## src/rtl/sliding_window_kth_smallest_unit_assert.svh

```systemverilog
// Assertion macros shared by the rank-order filter.
`ifndef SLIDING_WINDOW_KTH_SMALLEST_UNIT_ASSERT_SVH
`define SLIDING_WINDOW_KTH_SMALLEST_UNIT_ASSERT_SVH

// The consequent must hold in the same cycle as the antecedent.
`define SWKS_ASSERT_SAME(lbl, clk, rst, ante, cons, msg) \
   lbl: assert property (@(posedge clk) disable iff (rst) (ante) |-> (cons)) \
      else $error(msg);

// The consequent must hold in the cycle after the antecedent.
`define SWKS_ASSERT_NEXT(lbl, clk, rst, ante, cons, msg) \
   lbl: assert property (@(posedge clk) disable iff (rst) (ante) |=> (cons)) \
      else $error(msg);

`endif

```

## src/rtl/swks_ram.sv

```systemverilog
// Generic single write port, single read port RAM with registered read.
`timescale 1ns / 1ps

module swks_ram #(
   parameter int WIDTH = 16,
   parameter int DEPTH = 64
) (
   input  logic                     clock,
   input  logic                     wr_en,
   input  logic [$clog2(DEPTH)-1:0] wr_addr,
   input  logic [WIDTH-1:0]         wr_data,
   input  logic                     rd_en,
   input  logic [$clog2(DEPTH)-1:0] rd_addr,
   output logic [WIDTH-1:0]         rd_data
);

   logic [WIDTH-1:0] mem_ff [DEPTH];
   logic [WIDTH-1:0] rd_data_ff;

   // Storage write.
   always_ff @(posedge clock) begin
      if (wr_en) begin
         mem_ff[wr_addr] <= wr_data;
      end
   end

   // Registered read.
   always_ff @(posedge clock) begin
      if (rd_en) begin
         rd_data_ff <= mem_ff[rd_addr];
      end
   end

   assign rd_data = rd_data_ff;

endmodule

```

## config.mk

```make
export PLATFORM = sky130hd
export DESIGN_NAME = swks_ram
export DESIGN_NICKNAME = d
export VERILOG_FILES = /design/src/rtl/sliding_window_kth_smallest_unit_assert.svh /design/src/rtl/swks_ram.sv
export SDC_FILE = /design/constraint.sdc
export NUM_CORES = 1
export LEC_CHECK = 0
export BUFFER_PORTS_ARGS = -buffer_cell sky130_fd_sc_hd__buf_2
export CORE_ASPECT_RATIO = 1.4
export CORE_MARGIN = 1.5
export CORE_UTILIZATION = 55
export CTS_CLUSTER_SIZE = 24
export DETAILED_ROUTE_END_ITERATION = 12
export GPL_TIMING_DRIVEN = 0
export PLACE_DENSITY = 0.71
export SYNTH_ARGS = -nofsm -noshare
export SYNTH_HDL_FRONTEND = slang
export SYNTH_SLANG_ARGS = --single-unit
```

## constraint.sdc

```tcl
create_clock -name clock -period 3.5 [get_ports clock]
set_clock_uncertainty 0.15 [all_clocks]
set_input_delay 1.05 -clock clock [delete_from_list [all_inputs] [get_ports clock]]
set_output_delay 1.05 -clock clock [all_outputs]
set_load 0.01 [all_outputs]
```

==> qor.yml <==
run_status:
  status: "complete, but fails checks"
  violations: "setup timing"
logic_synthesis:
  syn_inst: 1829
  synth_top_area_share_pct: 77.7
  synth_top_area_cell: "edfxtp_1"
  yosys_warnings: 0
  synth_edf_count: 1040
  syn_area_mm2: 0.0402
  postSynthNetCount: 1860
  synth_seq_cells: 1040
  synthTopCellsByArea: "edfxtp_1 78%, mux4_2 12%, mux2i_1 2.1%, mux2_2 0.76%, a22oi_1 0.73%"
  async_flop_share_pct: 0
  synth-main-ff-cell: "edfxtp_1"
  syn_area_per_cell_um2: 22.0
  ys_types: 42
  synth-seq-area-share_pct: 77.7
clock_network:
  clock_tree.root_cell: "clkbuf_16"
  clk_latency_ns: 0.66
  cts_hold_buf: 0
  cts_tree: "built"
  h-tree-depth: 3
  cts.sinks: 1040
  cts_max_path_buffers: 3
  cts-buffers-inserted: 90
  cts.clk_slew.worst_paths_ns: 0.07
detailed_routing:
  vias: 19686
  wirelength_mm: 99.3
  first_pass_iters: 5
  wl_per_cell_um: 32.9
  drc: 0
  final_antenna_net_count: 0
  drt_iter0_drc: 2655
  viasPerCell: 6.53
grt:
  grtUsageTotal_pct: 27.2
  grt_pass1_wl_mm: 141
  grt_max_degree: 65
  grt-ovfl-total: 0
  grt_pass1_vias: 19894
  antenna_found_initial: 3
worst_setup_path:
  rr_worst_depth: 5
  cp-startpoint: "wr_addr[1]"
  rrSetupSlack_ns: 0.87
  criticalPathCategory: "in -> reg"
  required_ns: 3.61
  r2r-end: "rd_data[9]$_DFFE_PP_"
  r2r_start: "mem_ff[21][9]$_DFFE_PP_"
  crit_arrival_ns: 3.64
  path_max_fanout: 16
  cp-start-kind: "input pin"
  endpoint_kind: "register"
floorplanning:
  die_w_um: 231
  dieArea_mm2: 0.0747
  io_pins: 47
  core_mm2: 0.0725
  start_util_pct: 55.5
  die_h_um: 323
  rows: 117
sta:
  fin_ws_ns: -0.0277
  slew_headroom_pct: 3.45
  finalCritPeriodShare_pct: 101
  rsz0062_at_grt: "yes"
  hold_viol: 0
  maxSlewViolCount: 0
  fmax_mhz: 283
  tightest_slew_ns: 1.45
  setup_viol_count_final: 17
  finalCriticalPeriod_ns: 3.53
placement:
  io_buffers: 39
  place_congestion: 0.956
  dp_hpwl_mm: 63.4
  dpl_worst_slack_ns: -0.880
min_path:
  hold_class: "in -> reg"
  worstHoldStart: "rd_en"
  hold_end: "rd_data[1]$_DFFE_PP_"
  holdPathStages: 1
layout:
  nFillCells: 4786
  drive_above_1_share_pct: 29.1
  area_growth_pct: 12.5
  final_util_pct: 62.4
  nets: 2025
job:
  max_cap_viol_count: 0
power:
  ir_drop_v: 0.000368
  power.density_mw_per_mm2: 562
  power_leakage_uw: 0.0142
==> cells in the mapped netlist (all sizes together), types with 12 or more instances <==
cell       n
edfxtp  1040
mux4     224
mux2i     85
buf       77
nor2      74
nand2     60
a22oi     39
nor2b     30
clkbuf    27
mux2      27
nand3     24
a21oi     17
a221oi    16
nand4     12
==> how the worst max path moves through the flow <==
stage / to / slack, ns / cells after the start
2_1_floorplan: mem_ff[48][0]$_DFFE_PP_ / 0.27 / 4
3_3_place_gp: mem_ff[61][3]$_DFFE_PP_ / -0.94 / 4
3_5_place_dp: mem_ff[47][4]$_DFFE_PP_ / -0.88 / 3
4_1_cts: rd_data[15]$_DFFE_PP_ / 0.04 / 7
5_1_grt: mem_ff[31][10]$_DFFE_PP_ / -0.04 / 3
6_report: mem_ff[31][10]$_DFFE_PP_ / -0.03 / 3
==> timing repair <==
| action | 4_1_cts | 5_1_grt |
|---|---|---|
| buffers inserted | 0 | 0 |
| endpoints found under the hold margin | 0 | 0 |
| gates resized for setup | 5 | 2 |
| setup endpoints to repair | 36 | 39 |
| pin swaps | 0 | 0 |
==> area by class of cell <==
| type | instances | area, µm² | area share, % |
|---|---|---|---|
| plain buffers | 104 | 737 | 1.63 |
| flip-flops and latches | 1040 | 31200 | 69.0 |
| clock buffers | 106 | 2350 | 5.20 |
| multi-input cells | 685 | 8400 | 18.6 |
| clock inverters | 53 | 639 | 1.41 |
| repair buffers | 73 | 682 | 1.51 |
| diodes | 1 | 2.50 | 0.00553 |
| well taps | 952 | 1190 | 2.63 |
==> flip-flops by register name, summed over array words and instances, names as in the netlist <==
register / cells
rd_data: 16
mem_ff: 1024
==> cells in the final DEF, fill, tap and decap left out, types with 6 or more instances in the layout <==
| cell type | count |
|---|---|
| a22o_1 | 6 |
| mux2_2 | 27 |
| a211o_1 | 8 |
| nor2_2 | 59 |
| clkinvlp_4 | 6 |
| mux2i_1 | 85 |
| nand4_1 | 12 |
| buf_2 | 67 |
| nor2b_1 | 30 |
| buf_8 | 29 |
| a221o_1 | 6 |
| mux4_2 | 220 |
| nand3_1 | 24 |
| clkbuf_1 | 37 |
| buf_4 | 24 |
| clkinv_1 | 11 |
| a31oi_1 | 8 |
| a221oi_1 | 14 |
| bufinv_16 | 14 |
| nor2_1 | 15 |
| clkbuf_16 | 92 |
| nand2_1 | 59 |
| a311oi_1 | 8 |
| clkinv_2 | 18 |
| edfxtp_1 | 1040 |
| a211oi_1 | 8 |
| a22oi_1 | 39 |
| a21oi_1 | 17 |
| buf_6 | 22 |
==> metal layers <==
layer	vias to the layer above	GRT usage, %	share of wire, %
met3	249	4.12	7.9
met5	-	0	0.037
met1	10356	34.6	36
met2	1059	44.3	50
li1	8016	-	-
met4	6	17.3	6.8
==> critical path: stages <==
cell and delay, ns:
clkbuf_1 0.32, nand4_1 1.06, nor2_2 1.20
==> metrics by stage <==
stage	instances	power [µW]	setup TNS, ns	cell area [µm²]	hold WS, ns
after floorplan	1829	14800	0	40200	0.678
after global placement	2820	15400	-497.06	41600	0.875
after detailed placement	2854	15500	-155.70	42200	0.883
after CTS	3013	25500	0	45200	0.643
after global routing	3013	26000	-0.936	45200	0.690
final	3014	25400	-0.218	45200	0.656
==> where the power goes <==
group	switching [µW]	internal, µW	leakage [µW]	total [µW]
Combinational	921	473	0.00340	1390
Clock	4360	5850	0.00146	10200
Sequential	22.8	13800	0.00937	13800
Total	5300	20100	0.0142	25400
==> kinds of logic (layout without fill, tap and decap cells) <==
kind of cell           Yosys count  in the layout  share of synthesized area, %
and+or+nand+nor                220            220                          2.64
AOI/OAI and AO/OA              129            129                          2.40
DFF                           1040           1040                          77.7
other                            0              1                             0
buffers and inverters          104            336                          1.82
muxes                          336            336                          15.5
(Power assumes the default switching activity.)
