===== config.mk =====
export PLATFORM = sky130hd
export DESIGN_NAME = swks_cell
export DESIGN_NICKNAME = d
export VERILOG_FILES = /design/src/rtl/sliding_window_kth_smallest_unit_assert.svh /design/src/rtl/swks_pkg.sv /design/src/rtl/swks_cell.sv
export SDC_FILE = /design/constraint.sdc
export NUM_CORES = 1
export LEC_CHECK = 0
export ABC_AREA = 1
export BUFFER_PORTS_ARGS = -buffer_cell sky130_fd_sc_hd__buf_4
export CAP_MARGIN = 20
export CORE_ASPECT_RATIO = 1.2
export CORE_MARGIN = 5
export CORE_UTILIZATION = 45
export DETAILED_ROUTE_END_ITERATION = 7
export PLACE_DENSITY = 0.78
export SETUP_SLACK_MARGIN = 0.02
export SLEW_MARGIN = 10
export SYNTH_ARGS = -nofsm -noshare
export SYNTH_HDL_FRONTEND = slang
export SYNTH_SLANG_ARGS = --single-unit

===== constraint.sdc =====
create_clock -name clock -period 5.85 [get_ports clock]
set_clock_uncertainty 0.15 [all_clocks]
set_input_delay 1.17 -clock clock [delete_from_list [all_inputs] [get_ports clock]]
set_output_delay 1.17 -clock clock [all_outputs]
set_load 0.01 [all_outputs]

===== src/rtl/sliding_window_kth_smallest_unit_assert.svh =====
// Assertion macros shared by the rank-order filter.
`ifndef SLIDING_WINDOW_KTH_SMALLEST_UNIT_ASSERT_SVH
`define SLIDING_WINDOW_KTH_SMALLEST_UNIT_ASSERT_SVH

// The consequent must hold in the same cycle as the antecedent.
`define SWKS_ASSERT_SAME(lbl, clk, rst, ante, cons, msg) \
   lbl: assert property (@(posedge clk) disable iff (rst) (ante) |-> (cons)) \
      else $error(msg);

// The consequent must hold in the cycle after the antecedent.
`define SWKS_ASSERT_NEXT(lbl, clk, rst, ante, cons, msg) \
   lbl: assert property (@(posedge clk) disable iff (rst) (ante) |=> (cons)) \
      else $error(msg);

`endif


===== src/rtl/swks_pkg.sv =====
// Types and constants of the sliding window rank-order filter.
`timescale 1ns / 1ps

package swks_pkg;

   // Sizes of the window and of the fields.
   localparam int MAX_WINDOW   = 64;
   localparam int SAMPLE_WIDTH = 16;
   localparam int AGE_WIDTH    = $clog2(MAX_WINDOW);
   localparam int PTR_WIDTH    = $clog2(MAX_WINDOW);
   localparam int LEN_WIDTH    = 7;
   localparam int RANK_WIDTH   = 7;

   typedef logic signed [SAMPLE_WIDTH-1:0] sample_type;
   typedef logic [AGE_WIDTH-1:0]           age_type;
   typedef logic [LEN_WIDTH-1:0]           len_type;
   typedef logic [RANK_WIDTH-1:0]          rank_type;

   // Controller states.
   typedef enum logic [4:0] {
      ST_IDLE   = 5'b00001,
      ST_UPDATE = 5'b00010,
      ST_LAUNCH = 5'b00100,
      ST_QUERY  = 5'b01000,
      ST_DRAIN  = 5'b10000
   } state_type;

   // Broadcast from the controller to every cell.
   typedef struct packed {
      logic       update;
      logic       evict;
      sample_type new_value;
      sample_type old_value;
      len_type    len;
   } cell_ctrl_type;

   // What a cell shows to its neighbours.
   typedef struct packed {
      logic       valid;
      sample_type value;
      age_type    age;
      logic       above_new;
      logic       at_or_above_old;
   } cell_view_type;

   // Query token walking along the row.
   typedef struct packed {
      logic       valid;
      rank_type   count;
      logic       found;
      sample_type value;
   } token_type;

   // Neighbour views beyond the two ends of the row.
   localparam cell_view_type VIEW_LEFT_EDGE = '{
      valid: 1'b0, value: '0, age: '0, above_new: 1'b0, at_or_above_old: 1'b0
   };
   localparam cell_view_type VIEW_RIGHT_EDGE = '{
      valid: 1'b0, value: '0, age: '0, above_new: 1'b1, at_or_above_old: 1'b1
   };

endpackage


===== src/rtl/swks_cell.sv =====
// One cell of the sorted row: holds one sample and its age, and passes the query token on.
`timescale 1ns / 1ps

module swks_cell (
   input  logic                     clock,
   input  logic                     reset,
   input  swks_pkg::cell_ctrl_type  ctrl,
   input  swks_pkg::cell_view_type  left_view,
   input  swks_pkg::cell_view_type  right_view,
   output swks_pkg::cell_view_type  own_view,
   input  swks_pkg::token_type      token_in,
   output swks_pkg::token_type      token_out
);

   logic                 valid_ff, valid_in;
   swks_pkg::sample_type value_ff, value_in;
   swks_pkg::age_type    age_ff, age_in;
   swks_pkg::token_type  token_ff, token_in_next;

   logic above_new;
   logic at_or_above_old;
   logic take_left;
   logic take_new;
   logic take_right;
   logic in_window;

   // The row is sorted ascending with the oldest first among equals. An empty cell
   // sorts above every sample; the evicted sample is the first one not below the
   // oldest value.
   assign above_new       = !valid_ff || ($signed(value_ff) > $signed(ctrl.new_value));
   assign at_or_above_old = ctrl.evict && valid_ff &&
                            ($signed(value_ff) >= $signed(ctrl.old_value));

   assign own_view = '{
      valid: valid_ff, value: value_ff, age: age_ff,
      above_new: above_new, at_or_above_old: at_or_above_old
   };

   // Source selection for removing the oldest sample and inserting the new one
   // in the same cycle.
   assign take_left  = left_view.above_new && !left_view.at_or_above_old;
   assign take_new   = (above_new && !left_view.above_new && !left_view.at_or_above_old) ||
                       (right_view.above_new && !above_new && at_or_above_old);
   assign take_right = at_or_above_old && !right_view.above_new;

   always_comb begin
      valid_in = valid_ff;
      value_in = value_ff;
      age_in   = age_ff + 1'b1;
      if (take_left) begin
         valid_in = left_view.valid;
         value_in = left_view.value;
         age_in   = left_view.age + 1'b1;
      end else if (take_new) begin
         valid_in = 1'b1;
         value_in = ctrl.new_value;
         age_in   = '0;
      end else if (take_right) begin
         valid_in = right_view.valid;
         value_in = right_view.value;
         age_in   = right_view.age + 1'b1;
      end
   end

   always_ff @(posedge clock) begin
      if (reset) begin
         valid_ff <= 1'b0;
      end else if (ctrl.update) begin
         valid_ff <= valid_in;
      end
   end

   always_ff @(posedge clock) begin
      if (ctrl.update) begin
         value_ff <= value_in;
         age_ff   <= age_in;
      end
   end

   // Token step: count down over samples inside the window and pick up the value
   // at which the count runs out.
   assign in_window = valid_ff && (swks_pkg::LEN_WIDTH'(age_ff) < ctrl.len);

   always_comb begin
      token_in_next = token_in;
      if (token_in.valid && !token_in.found && in_window) begin
         if (token_in.count == swks_pkg::RANK_WIDTH'(1)) begin
            token_in_next.found = 1'b1;
            token_in_next.value = value_ff;
         end else begin
            token_in_next.count = token_in.count - 1'b1;
         end
      end
   end

   always_ff @(posedge clock) begin
      if (reset) begin
         token_ff <= '0;
      end else begin
         token_ff <= token_in_next;
      end
   end

   assign token_out = token_ff;

endmodule


==> results.py, run 1 <==
metrics = {
    "setup_path": {
        "crit_fanout": 6,
        "critPathKind": "in2out",
        "crit-reg2reg-launch": "value_ff[15]$_DFFE_PP_",
        "reg2reg_to": "value_ff[13]$_DFFE_PP_",
        "critPathRequiredTime_ns": 4.53,
        "path_delay_family": "simple AND/OR/NAND/NOR gates",
        "reg2reg_depth": 16,
        "worst-path-buf-inv": 5,
        "start_kind": "primary input",
        "critical-path-slowest-cell": "ha_1",
        "critPathMaxStageDelay_ns": 0.34,
        "regToRegSetupSlack_ns": 2.58,
        "end_kind": "output pin",
        "crit_chain": "buf_4 -> inv_1 -> ha_1 -> nand2_2 -> inv_1 -> nand2_1 -> nand2_1 -> a21oi_1 -> nand4_1 -> nand3_4 -> nand2_4 -> inv_2 -> buf_4",
        "crit_arrival_ns": 2.63,
    },
    "logic_synthesis": {
        "yosys_warnings": 0,
        "synth-seq-cells": 48,
        "yosysTopAreaCellShare_pct": 18.85,
        "synth_edf_count": 22,
        "syn-cell-area_um2": 3505,
        "yosysMostFrequentCell": "nand2_1",
        "yosys-top-cells-area": "edfxtp_1 19%, dfxtp_1 15%, ha_1 15%",
        "synth_nets": 645,
        "synth_ff_type": "dfxtp_1",
        "async_flop_share_pct": 0,
        "synth_cells": 486,
        "yosysTopAreaCell": "edfxtp_1",
        "post_synth.cell_area_avg_um2": 7.211,
        "synth.top_cells.by_count": "97 x nand2_1, 79 x inv_1, 70 x nor2_1, 46 x o21ai_0, 41 x ha_1",
        "synth.distinct_cells": 34,
        "ys_seq_area_share_pct": 33.70,
    },
    "clocking": {
        "cts_tree": "built",
        "clk_path_buf_depth": 2,
        "clock_latency_ns": 0.29,
        "clk_pin_slew_ns": 0.09,
        "ctsHoldBuffers": 0,
        "cts_resized": 0,
        "root_buffer": "clkbuf_8",
        "postCtsSetupBuffers": 0,
        "numCtsBuffers": 5,
        "htreeDepth": 2,
        "cts.sinks": 48,
    },
    "hold_path": {
        "worstHoldEndpoint": "valid_ff$_SDFFE_PP0P_",
        "hold_depth": 4,
        "min_from": "valid_ff$_SDFFE_PP0P_",
        "min_path_type": "reg2reg",
    },
    "timing": {
        "setup_tns_ns": 0,
        "finalHoldViolations": 0,
        "maxSlewViolCount": 0,
        "rsz0062_at_grt": "false",
        "fin_crit_sh_pct": 67.47,
        "clock.fmax_mhz": 253.4,
        "worst_pin_slew_ns": 0.9993,
        "setup_violations": 0,
        "relSlewSlack_pct": 33.31,
        "min_period_ns": 3.947,
    },
    "drt": {
        "firstDrtPassIters": 5,
        "final_antenna_net_count": 0,
        "vias": 3716,
        "drt-total-wl_mm": 10.57,
        "drc": 0,
        "avgRoutedWirePerCell_um": 14.29,
        "drt_iter0_drc": 76,
        "via_per_inst": 5.022,
    },
    "floorplanning": {
        "core-area_um2": 7664,
        "start_util_pct": 45.73,
        "die-area_um2": 9660,
        "fp-row-count": 35,
        "die_y_um": 106.7,
        "io_pins": 168,
        "die_w_um": 90.56,
    },
    "placement": {
        "port_buffers": 166,
        "gp_congestion": 0.8766,
        "place_inst": 732,
        "hpwl_mm": 8.790,
    },
    "grt": {
        "grt_pass1_wl_mm": 16.91,
        "grt_pass1_vias": 3728,
        "antenna_found_initial": 0,
        "grt_usage_pct": 21.10,
        "grt_max_degree": 23,
        "gr-total-overflow": 0,
    },
    "finish": {
        "antenna_cells": 0,
        "layout.nets": 806,
        "finish.utilization_pct": 64.11,
        "n_fill_cell": 702,
        "area_growth_pct": 40.20,
        "stdcell_count": 740,
        "drive_above_1_share_pct": 29.78,
    },
    "flow_run": {
        "maxCapViolations": 0,
    },
    "power": {
        "p_int_uw": 659.5,
        "power_switching_uw": 287.8,
        "p_comb_share_pct": 31.3,
        "power.density_nw_per_um2": 192.8,
        "p_seq_share_pct": 42.5,
        "clockPowerShare_pct": 26.2,
        "p_sw_share_pct": 30.38,
        "p_leak_uw": 0.002681,
        "ir_drop_uv": 102.8,
    },
    "run_status": {
        "status": "complete, no violations",
    },
}
-- final cells by class --
type | count | area (um2) | share of cell area, %
clock buffer | 8 | 121.4 | 2.470
sequential | 48 | 1181 | 24.04
tap | 92 | 115.1 | 2.343
timing repair buffer | 166 | 1246 | 25.36
inverter | 83 | 319.1 | 6.494
multi-input combinational | 343 | 1931 | 39.29
-- how the worst max path moves through the flow --
stage              from                     end  slack (ns)  depth (start not counted)
2_1_floorplan  ctrl[22]             own_view[0]        2.11                         12
6_report       ctrl[22]             own_view[0]        1.90                         13
3_3_place_gp   ctrl[22]  value_ff[13]$_DFFE_PP_        1.83                         18
4_1_cts        ctrl[22]             own_view[0]        1.88                         13
5_1_grt        ctrl[22]             own_view[0]        1.76                         13
3_5_place_dp   ctrl[22]  value_ff[13]$_DFFE_PP_        1.75                         18
-- worst min-delay path: stages, from the launching register on --
cell	delay, ns
dfxtp_1	0.35
inv_1	0.08
nand2_1	0.05
nand2_1	0.05
nor2_1	0.03
-- layer usage --
layer,up-vias,global-route usage [%],share of wire (%)
li1,1889,-,-
met1,1674,24.19,38
met2,130,38.63,53
met3,23,3.789,5.9
met4,0,7.979,2.8
met5,-,0,0
-- layout by cell type, fill, tap and decap left out, types with 5 or more instances in the layout --
master	synthesis	layout
inv_1	79	79
nand3_1	15	15
nand2_2	6	6
clkbuf_8	0	7
o21ai_0	46	46
ha_1	41	41
dfxtp_1	26	26
o21ai_1	13	13
nor3_1	5	5
nand4_1	9	9
edfxtp_1	22	22
a21oi_1	21	21
nand2_1	97	97
buf_4	3	166
nor2_1	70	69
-- power groups by stage --
stage	clock, uW	combinational (uW)	sequential, uW
after floorplan	0	151	414
after global placement	0	285	410
after detailed placement	0	296	411
after CTS	249	298	403
after global routing	263	334	406
final	248	296	403
-- cell families (layout without fill, tap and decap cells) --
family / count (synthesis) / in the layout / share of synthesized area (%)
compound gates: 90 / 90 / 13.60
fa+ha+maj: 41 / 41 / 14.64
flops: 48 / 48 / 33.70
buf+inv: 95 / 257 / 11.28
simple gates: 211 / 211 / 26.53
xor+xnor: 1 / 1 / 0.2500
-- metrics by stage --
stage | cell area, um2 | power (uW) | setup WS, ns | hold WS [ns]
after floorplan | 3505 | 565.5 | 2.110 | 0.3862
after global placement | 4792 | 694.4 | 1.827 | 0.4308
after detailed placement | 4792 | 706.9 | 1.749 | 0.4326
after CTS | 4913 | 949.6 | 1.877 | 0.4486
after global routing | 4913 | 1002 | 1.762 | 0.5124
final | 4913 | 947.3 | 1.903 | 0.4450
-- state kept, by name (all words and copies together) (netlist names) --
name,count
age_ff,6
value_ff,16
valid_ff,1
token_out,25
No activity file was read; power rests on OpenSTA's default activity.
==> run 2: changes to the inputs <==
--- a/config.mk
+++ b/config.mk
@@ -5,14 +5,14 @@
 export SDC_FILE = /design/constraint.sdc
 export NUM_CORES = 1
 export LEC_CHECK = 0
-export ABC_AREA = 1
+export ABC_AREA = 0
 export BUFFER_PORTS_ARGS = -buffer_cell sky130_fd_sc_hd__buf_4
 export CAP_MARGIN = 20
 export CORE_ASPECT_RATIO = 1.2
 export CORE_MARGIN = 5
 export CORE_UTILIZATION = 45
 export DETAILED_ROUTE_END_ITERATION = 7
-export PLACE_DENSITY = 0.78
+export PLACE_DENSITY = 0.79
 export SETUP_SLACK_MARGIN = 0.02
 export SLEW_MARGIN = 10
 export SYNTH_ARGS = -nofsm -noshare
==> constraint.sdc (replaced) <==
create_clock -name clock -period 3.88 [get_ports clock]
set_clock_uncertainty 0.15 [all_clocks]
set_input_delay 0.776 -clock clock [delete_from_list [all_inputs] [get_ports clock]]
set_output_delay 0.776 -clock clock [all_outputs]
set_load 0.01 [all_outputs]
==> run 2 against run 1 <==
  * Clock power grew 15%
  * Die area down 2.8%
  * Clock-buffer cell count is 1 lower
  * Register-to-register slack got worse by 2.1 ns
  * Combinational power increased by 34%
  * Critical path depth shrank 3
  * Hold slack improved by 0.017 ns
  * Sequential share of layout area is 0.50 points higher
==> results.py, run 2 <==
metrics = {
    "setup_path": {
        "path_delay_family": "simple AND/OR/NAND/NOR gates",
        "end_kind": "output pin",
        "crit-reg2reg-launch": "value_ff[13]$_DFFE_PP_",
        "crit_fanout": 3,
        "reg2reg_to": "age_ff[4]$_DFFE_PP_",
        "reg2reg_depth": 13,
        "start_kind": "primary input",
        "worst-path-buf-inv": 4,
        "crit_chain": "buf_4 -> inv_1 -> ha_1 -> nand4_1 -> nor4_2 -> a21oi_1 -> and4_4 -> nor3_2 -> inv_1 -> buf_4",
        "crit_arrival_ns": 2.53,
        "critical-path-slowest-cell": "nor4_2",
        "regToRegSetupSlack_ns": 0.50,
        "critPathMaxStageDelay_ns": 0.35,
        "critPathRequiredTime_ns": 2.95,
        "critPathKind": "in2out",
    },
    "drt": {
        "firstDrtPassIters": 5,
        "drt-total-wl_mm": 10.11,
        "avgRoutedWirePerCell_um": 15.97,
        "drc": 0,
        "vias": 3306,
        "via_per_inst": 5.223,
        "drt_iter0_drc": 86,
        "final_antenna_net_count": 0,
    },
    "logic_synthesis": {
        "yosysTopAreaCell": "edfxtp_1",
        "yosys_warnings": 0,
        "async_flop_share_pct": 0,
        "synth.top_cells.by_count": "44 x inv_1, 41 x ha_1, 36 x nand2_1, 33 x mux2i_1, 30 x nor2_1",
        "synth_nets": 537,
        "ys_seq_area_share_pct": 34.77,
        "yosysMostFrequentCell": "inv_1",
        "synth-seq-cells": 48,
        "synth_edf_count": 22,
        "yosys-top-cells-area": "edfxtp_1 19%, dfxtp_1 15%, ha_1 15%",
        "synth_cells": 378,
        "post_synth.cell_area_avg_um2": 8.987,
        "yosysTopAreaCellShare_pct": 19.45,
        "synth_ff_type": "dfxtp_1",
        "syn-cell-area_um2": 3397,
        "synth.distinct_cells": 52,
    },
    "clocking": {
        "clk_path_buf_depth": 2,
        "clock_latency_ns": 0.29,
        "cts.sinks": 48,
        "clk_pin_slew_ns": 0.08,
        "ctsHoldBuffers": 0,
        "cts_resized": 0,
        "root_buffer": "clkbuf_8",
        "cts_tree": "built",
        "numCtsBuffers": 5,
        "htreeDepth": 2,
        "postCtsSetupBuffers": 0,
    },
    "finish": {
        "area_growth_pct": 41.69,
        "mostFrequentLayoutCell": "buf_4",
        "drive_above_1_share_pct": 34.81,
        "layout.nets": 701,
        "antenna_cells": 0,
        "n_fill_cell": 664,
        "largest_register_ffs": 25,
        "layout_common_cells": "172 x buf_4, 44 x inv_1, 41 x ha_1, 36 x nand2_1, 33 x mux2i_1",
    },
    "grt": {
        "grt_pass1_vias": 3364,
        "grt_max_degree": 37,
        "grt_pass1_wl_mm": 15.88,
        "gr-total-overflow": 0,
        "antenna_found_initial": 0,
        "grt_usage_pct": 21.39,
    },
    "floorplanning": {
        "fp-row-count": 34,
        "io_pins": 168,
        "die-area_um2": 9394,
        "start_util_pct": 46.43,
        "die_y_um": 105.2,
        "core-area_um2": 7317,
        "die_w_um": 89.32,
    },
    "power": {
        "ir_drop_uv": 152.2,
        "power.density_nw_per_um2": 266.6,
        "p_leak_uw": 0.002314,
    },
    "timing": {
        "setup_tns_ns": 0,
        "rsz0062_at_grt": "false",
        "finalHoldViolations": 0,
        "setup_violations": 0,
        "worst_pin_slew_ns": 0.6165,
        "fin_crit_sh_pct": 89.09,
        "min_period_ns": 3.457,
        "clock.fmax_mhz": 289.3,
        "whs_ns": 0.4623,
        "maxSlewViolCount": 0,
        "relSlewSlack_pct": 58.65,
    },
    "placement": {
        "port_buffers": 166,
        "gp_congestion": 0.8379,
        "hpwl_mm": 8.558,
    },
    "hold_path": {
        "worstHoldEndpoint": "valid_ff$_SDFFE_PP0P_",
        "min_path_type": "reg2reg",
        "min_from": "valid_ff$_SDFFE_PP0P_",
        "hold_depth": 2,
    },
    "flow_run": {
        "maxCapViolations": 0,
    },
    "run_status": {
        "status": "complete, no violations",
    },
}
-- run 2: changes by cell type in the layout (fill, tap and decap cells not counted), sizes merged, moves of 8 or more --
cell and delta:
xnor2 +8, nor2 -43, o21ai -36, nand2 -69, mux2i +34, inv -39
-- run 2: metrics by stage --
stage          worst slack (ns)  utilization, %  cells  total power (uW)  area [um2]
6_report                 0.4234           65.78    633              1283        4813
5_1_grt                  0.1945           65.78    633              1352        4813
4_1_cts                  0.4082           65.78    633              1297        4813
3_5_place_dp             0.1270           64.67    625              1011        4732
3_3_place_gp             0.1692           64.67    625             994.2        4732
2_1_floorplan            0.2308               -    378             804.7        3397
-- run 2: how the worst max path moves through the flow --
| stage | startpoint | endpoint | slack, ns | cells after the start |
|---|---|---|---|---|
| CTS | ctrl[34] | own_view[1] | 0.41 | 10 |
| global route | ctrl[20] | age_ff[4]$_DFFE_PP_ | 0.19 | 18 |
| detailed placement | ctrl[20] | age_ff[4]$_DFFE_PP_ | 0.13 | 18 |
| floorplan | ctrl[20] | age_ff[4]$_DFFE_PP_ | 0.23 | 14 |
| global placement | ctrl[20] | age_ff[4]$_DFFE_PP_ | 0.17 | 18 |
| finish | ctrl[34] | own_view[1] | 0.42 | 10 |
-- run 2: report_power, final --
group / total, uW / switching (uW) / leakage [uW] / internal [uW]
logic: 396 / 181 / 0.00184 / 215
clock network: 285 / 158 / 0.0000422 / 127
registers: 603 / 32.4 / 0.000427 / 571
-- run 2: worst reg2reg max path, delay by kind of cell (launching register included) --
kind / cells / cell delay (ns)
XOR/XNOR: 1 / 0.14
flip-flops: 1 / 0.49
AND/OR/NAND/NOR: 3 / 0.32
adder cells (fa/ha/maj): 2 / 0.56
multiplexers: 1 / 0.37
AO/OA/AOI/OAI: 6 / 1.10
-- run 2: metal layers --
metal	vias to the layer above	global-route usage [%]	wire length [um]
met5	-	0	0
met4	0	7.128	286
met3	20	3.543	575
met2	114	39.94	5513
met1	1527	23.64	3733
li1	1645	-	-
-- run 2: cell families (layout without fill, tap and decap cells) --
family,count (synthesis),after routing,share of synthesized area [%]
flip-flops,48,48,34.77
buffers and inverters,59,224,7.366
XOR/XNOR,16,16,4.125
multiplexers,35,35,10.46
adder cells (fa/ha/maj),41,41,15.10
AND/OR/NAND/NOR,117,117,16.94
AO/OA/AOI/OAI,62,62,11.23
-- run 2: layout make-up --
| class | count | area (um2) | share of cell area, % |
|---|---|---|---|
| multi-input cells | 271 | 1982 | 41.17 |
| repair buffers | 172 | 1291 | 26.83 |
| flip-flops and latches | 48 | 1181 | 24.54 |
| inverters | 44 | 165.2 | 3.431 |
| well taps | 90 | 112.6 | 2.339 |
| clock buffers | 7 | 76.32 | 1.586 |
| clock inverters | 1 | 5.005 | 0.1040 |
==> run 3: changes to the inputs <==
--- a/config.mk
+++ b/config.mk
@@ -12,7 +12,9 @@
 export CORE_MARGIN = 5
 export CORE_UTILIZATION = 45
 export DETAILED_ROUTE_END_ITERATION = 7
+export MAX_ROUTING_LAYER = met4
 export PLACE_DENSITY = 0.79
+export REMOVE_ABC_BUFFERS = 1
 export SETUP_SLACK_MARGIN = 0.02
 export SLEW_MARGIN = 10
 export SYNTH_ARGS = -nofsm -noshare
==> run 3 against run 2 <==
  * Fmax barely moved
  * Clock power up 4%
  * Critical path depth is the same
  * First-iteration DRC count grew 40%
  * Die area stayed put
  * Register-to-register slack improved by 0.04 ns
  * Sequential cell count did not move
  * Combinational power is essentially flat
  * Critical endpoint unchanged
==> results.py, run 3 (synthesis gave the netlist of run 2 again) <==
metrics = {
    "run_status": {
        "status": "complete, no violations",
    },
    "setup_path": {
        "crit_arrival_ns": 2.53,
        "reg2reg_depth": 16,
        "crit_chain": "buf_4 -> inv_1 -> ha_1 -> nand4_1 -> nor4_2 -> a21oi_1 -> and4_4 -> nor3_2 -> inv_1 -> buf_4",
        "critPathRequiredTime_ns": 2.95,
        "critPathMaxStageDelay_ns": 0.37,
        "start_kind": "primary input",
        "end_kind": "output pin",
        "reg2reg_to": "age_ff[4]$_DFFE_PP_",
        "critical-path-slowest-cell": "nor4_2",
        "regToRegSetupSlack_ns": 0.54,
        "crit_fanout": 3,
        "critPathKind": "in2out",
        "crit-reg2reg-launch": "value_ff[13]$_DFFE_PP_",
    },
    "timing": {
        "maxSlewViolCount": 0,
        "timing.final.ws_setup_ns": 0.4237,
        "clock.fmax_mhz": 289.3,
        "rsz0062_at_grt": "false",
        "relSlewSlack_pct": 53.56,
        "worst_pin_slew_ns": 0.6935,
        "finalHoldViolations": 0,
        "whs_ns": 0.4313,
        "setup_violations": 0,
        "min_period_ns": 3.456,
        "fin_crit_sh_pct": 89.08,
    },
    "drt": {
        "via_per_inst": 5.177,
        "wl_met3_um": 668,
        "final_antenna_net_count": 0,
        "drc": 0,
        "wl_met2_mm": 5.321,
        "highest_layer": "met4",
        "drt-total-wl_mm": 9.951,
        "wirelength_met1_mm": 3.715,
        "avgRoutedWirePerCell_um": 15.70,
        "firstDrtPassIters": 5,
        "drt_iter0_drc": 120,
        "vias": 3282,
    },
    "hold_path": {
        "worstHoldEndpoint": "token_out[0]$_SDFF_PP0_",
        "hold_depth": 2,
        "min_from": "value_ff[0]$_DFFE_PP_",
        "min_path_type": "reg2reg",
    },
    "clocking": {
        "clk_path_buf_depth": 2,
        "cts.sinks": 48,
        "numCtsBuffers": 5,
        "root_buffer": "clkbuf_8",
        "cts_tree": "built",
        "ctsHoldBuffers": 0,
        "clk_pin_slew_ns": 0.09,
        "cts_resized": 0,
        "postCtsSetupBuffers": 0,
        "clock_latency_ns": 0.30,
        "htreeDepth": 2,
    },
    "floorplanning": {
        "io_pins": 168,
        "start_util_pct": 46.43,
        "core-area_um2": 7317,
        "die_w_um": 89.32,
        "die-area_um2": 9394,
        "fp-row-count": 34,
        "die_y_um": 105.2,
    },
    "grt": {
        "antenna_found_initial": 0,
        "grt_pass1_vias": 3433,
        "grt_max_degree": 28,
        "grt_pass1_wl_mm": 15.47,
        "gr-total-overflow": 0,
        "grt_usage_pct": 21.61,
    },
    "finish": {
        "finalInstanceArea_um2": 4822,
        "drive_above_1_share_pct": 35.11,
        "largest_register_ffs": 25,
        "antenna_cells": 0,
        "n_fill_cell": 631,
        "layout.nets": 702,
        "mostFrequentLayoutCell": "buf_4",
        "ff_latch_area_um2": 1181,
        "multi_input_area_um2": 1982,
        "area_growth_pct": 41.95,
        "stdcell_count": 634,
        "layout_common_cells": "173 x buf_4, 44 x inv_1, 41 x ha_1, 36 x nand2_1, 33 x mux2i_1",
        "finish.utilization_pct": 65.90,
    },
    "power": {
        "ir_drop_uv": 155.5,
        "p_seq_share_pct": 46.4,
        "p_leak_uw": 0.002322,
        "p_comb_share_pct": 30.8,
        "p_int_uw": 908.5,
        "p_sw_share_pct": 29.65,
        "power.density_nw_per_um2": 267.8,
        "power_switching_uw": 383.0,
        "clockPowerShare_pct": 22.8,
    },
    "placement": {
        "hpwl_mm": 8.235,
        "gp_congestion": 0.9573,
        "place_inst": 626,
        "port_buffers": 166,
        "dp_slack_ns": 0.1114,
        "placed_area_um2": 4740,
    },
    "flow_run": {
        "maxCapViolations": 0,
    },
}
[run 3: cell count changes in the layout (fill, tap and decap cells not counted), sizes merged]
| cell | change |
|---|---|
| clkinv | +2 |
| clkbuf | -2 |
| buf | +1 |
[run 3: worst max path at each step]
stage                  start                 endpoint  slack [ns]  depth (start not counted)
floorplan            ctrl[1]  token_out[0]$_SDFF_PP0_       -0.44                          9
global placement    ctrl[20]      age_ff[4]$_DFFE_PP_        0.17                         18
detailed placement  ctrl[20]      age_ff[4]$_DFFE_PP_        0.11                         18
CTS                 ctrl[34]              own_view[1]        0.42                         10
global route         ctrl[7]      age_ff[4]$_DFFE_PP_        0.22                         17
finish              ctrl[34]              own_view[1]        0.42                         10
[run 3: worst max-delay path: cells and delay by family]
kind	cells	cell delay (ns)
buffers and inverters	4	0.35
adder cells (fa/ha/maj)	1	0.31
AND/OR/NAND/NOR	4	1.01
AO/OA/AOI/OAI	1	0.07
[run 3: routing by layer]
layer / GRT usage [%] / vias to the layer above
met3: 3.543 / 17
li1: - / 1648
met5: - / -
met1: 23.24 / 1487
met4: 7.447 / 0
met2: 38.94 / 130
[run 3: stage by stage]
| stage | total power (uW) | TNS (ns) |
|---|---|---|
| final | 1291 | 0 |
| after global routing | 1372 | 0 |
| after global placement | 997.1 | 0 |
| after detailed placement | 1010 | 0 |
| after CTS | 1303 | 0 |
| after floorplan | 795.2 | -13.27 |
[run 3: cell type report]
cell class                      instances  area share (%)
Multi-Input combinational cell        271           41.10
Timing Repair Buffer                  173           26.93
Inverter                               44           3.425
Clock buffer                            5           1.427
Clock inverter                          3          0.2854
Tap cell                               90           2.335
Sequential cell                        48           24.49
[run 3: power by group through the flow]
stage / sequential [uW] / clock, uW / combinational, uW
3_5_place_dp: 611 / 0 / 399
3_3_place_gp: 610 / 0 / 387
6_report: 599 / 295 / 397
5_1_grt: 604 / 324 / 443
4_1_cts: 600 / 303 / 401
2_1_floorplan: 620 / 0 / 176
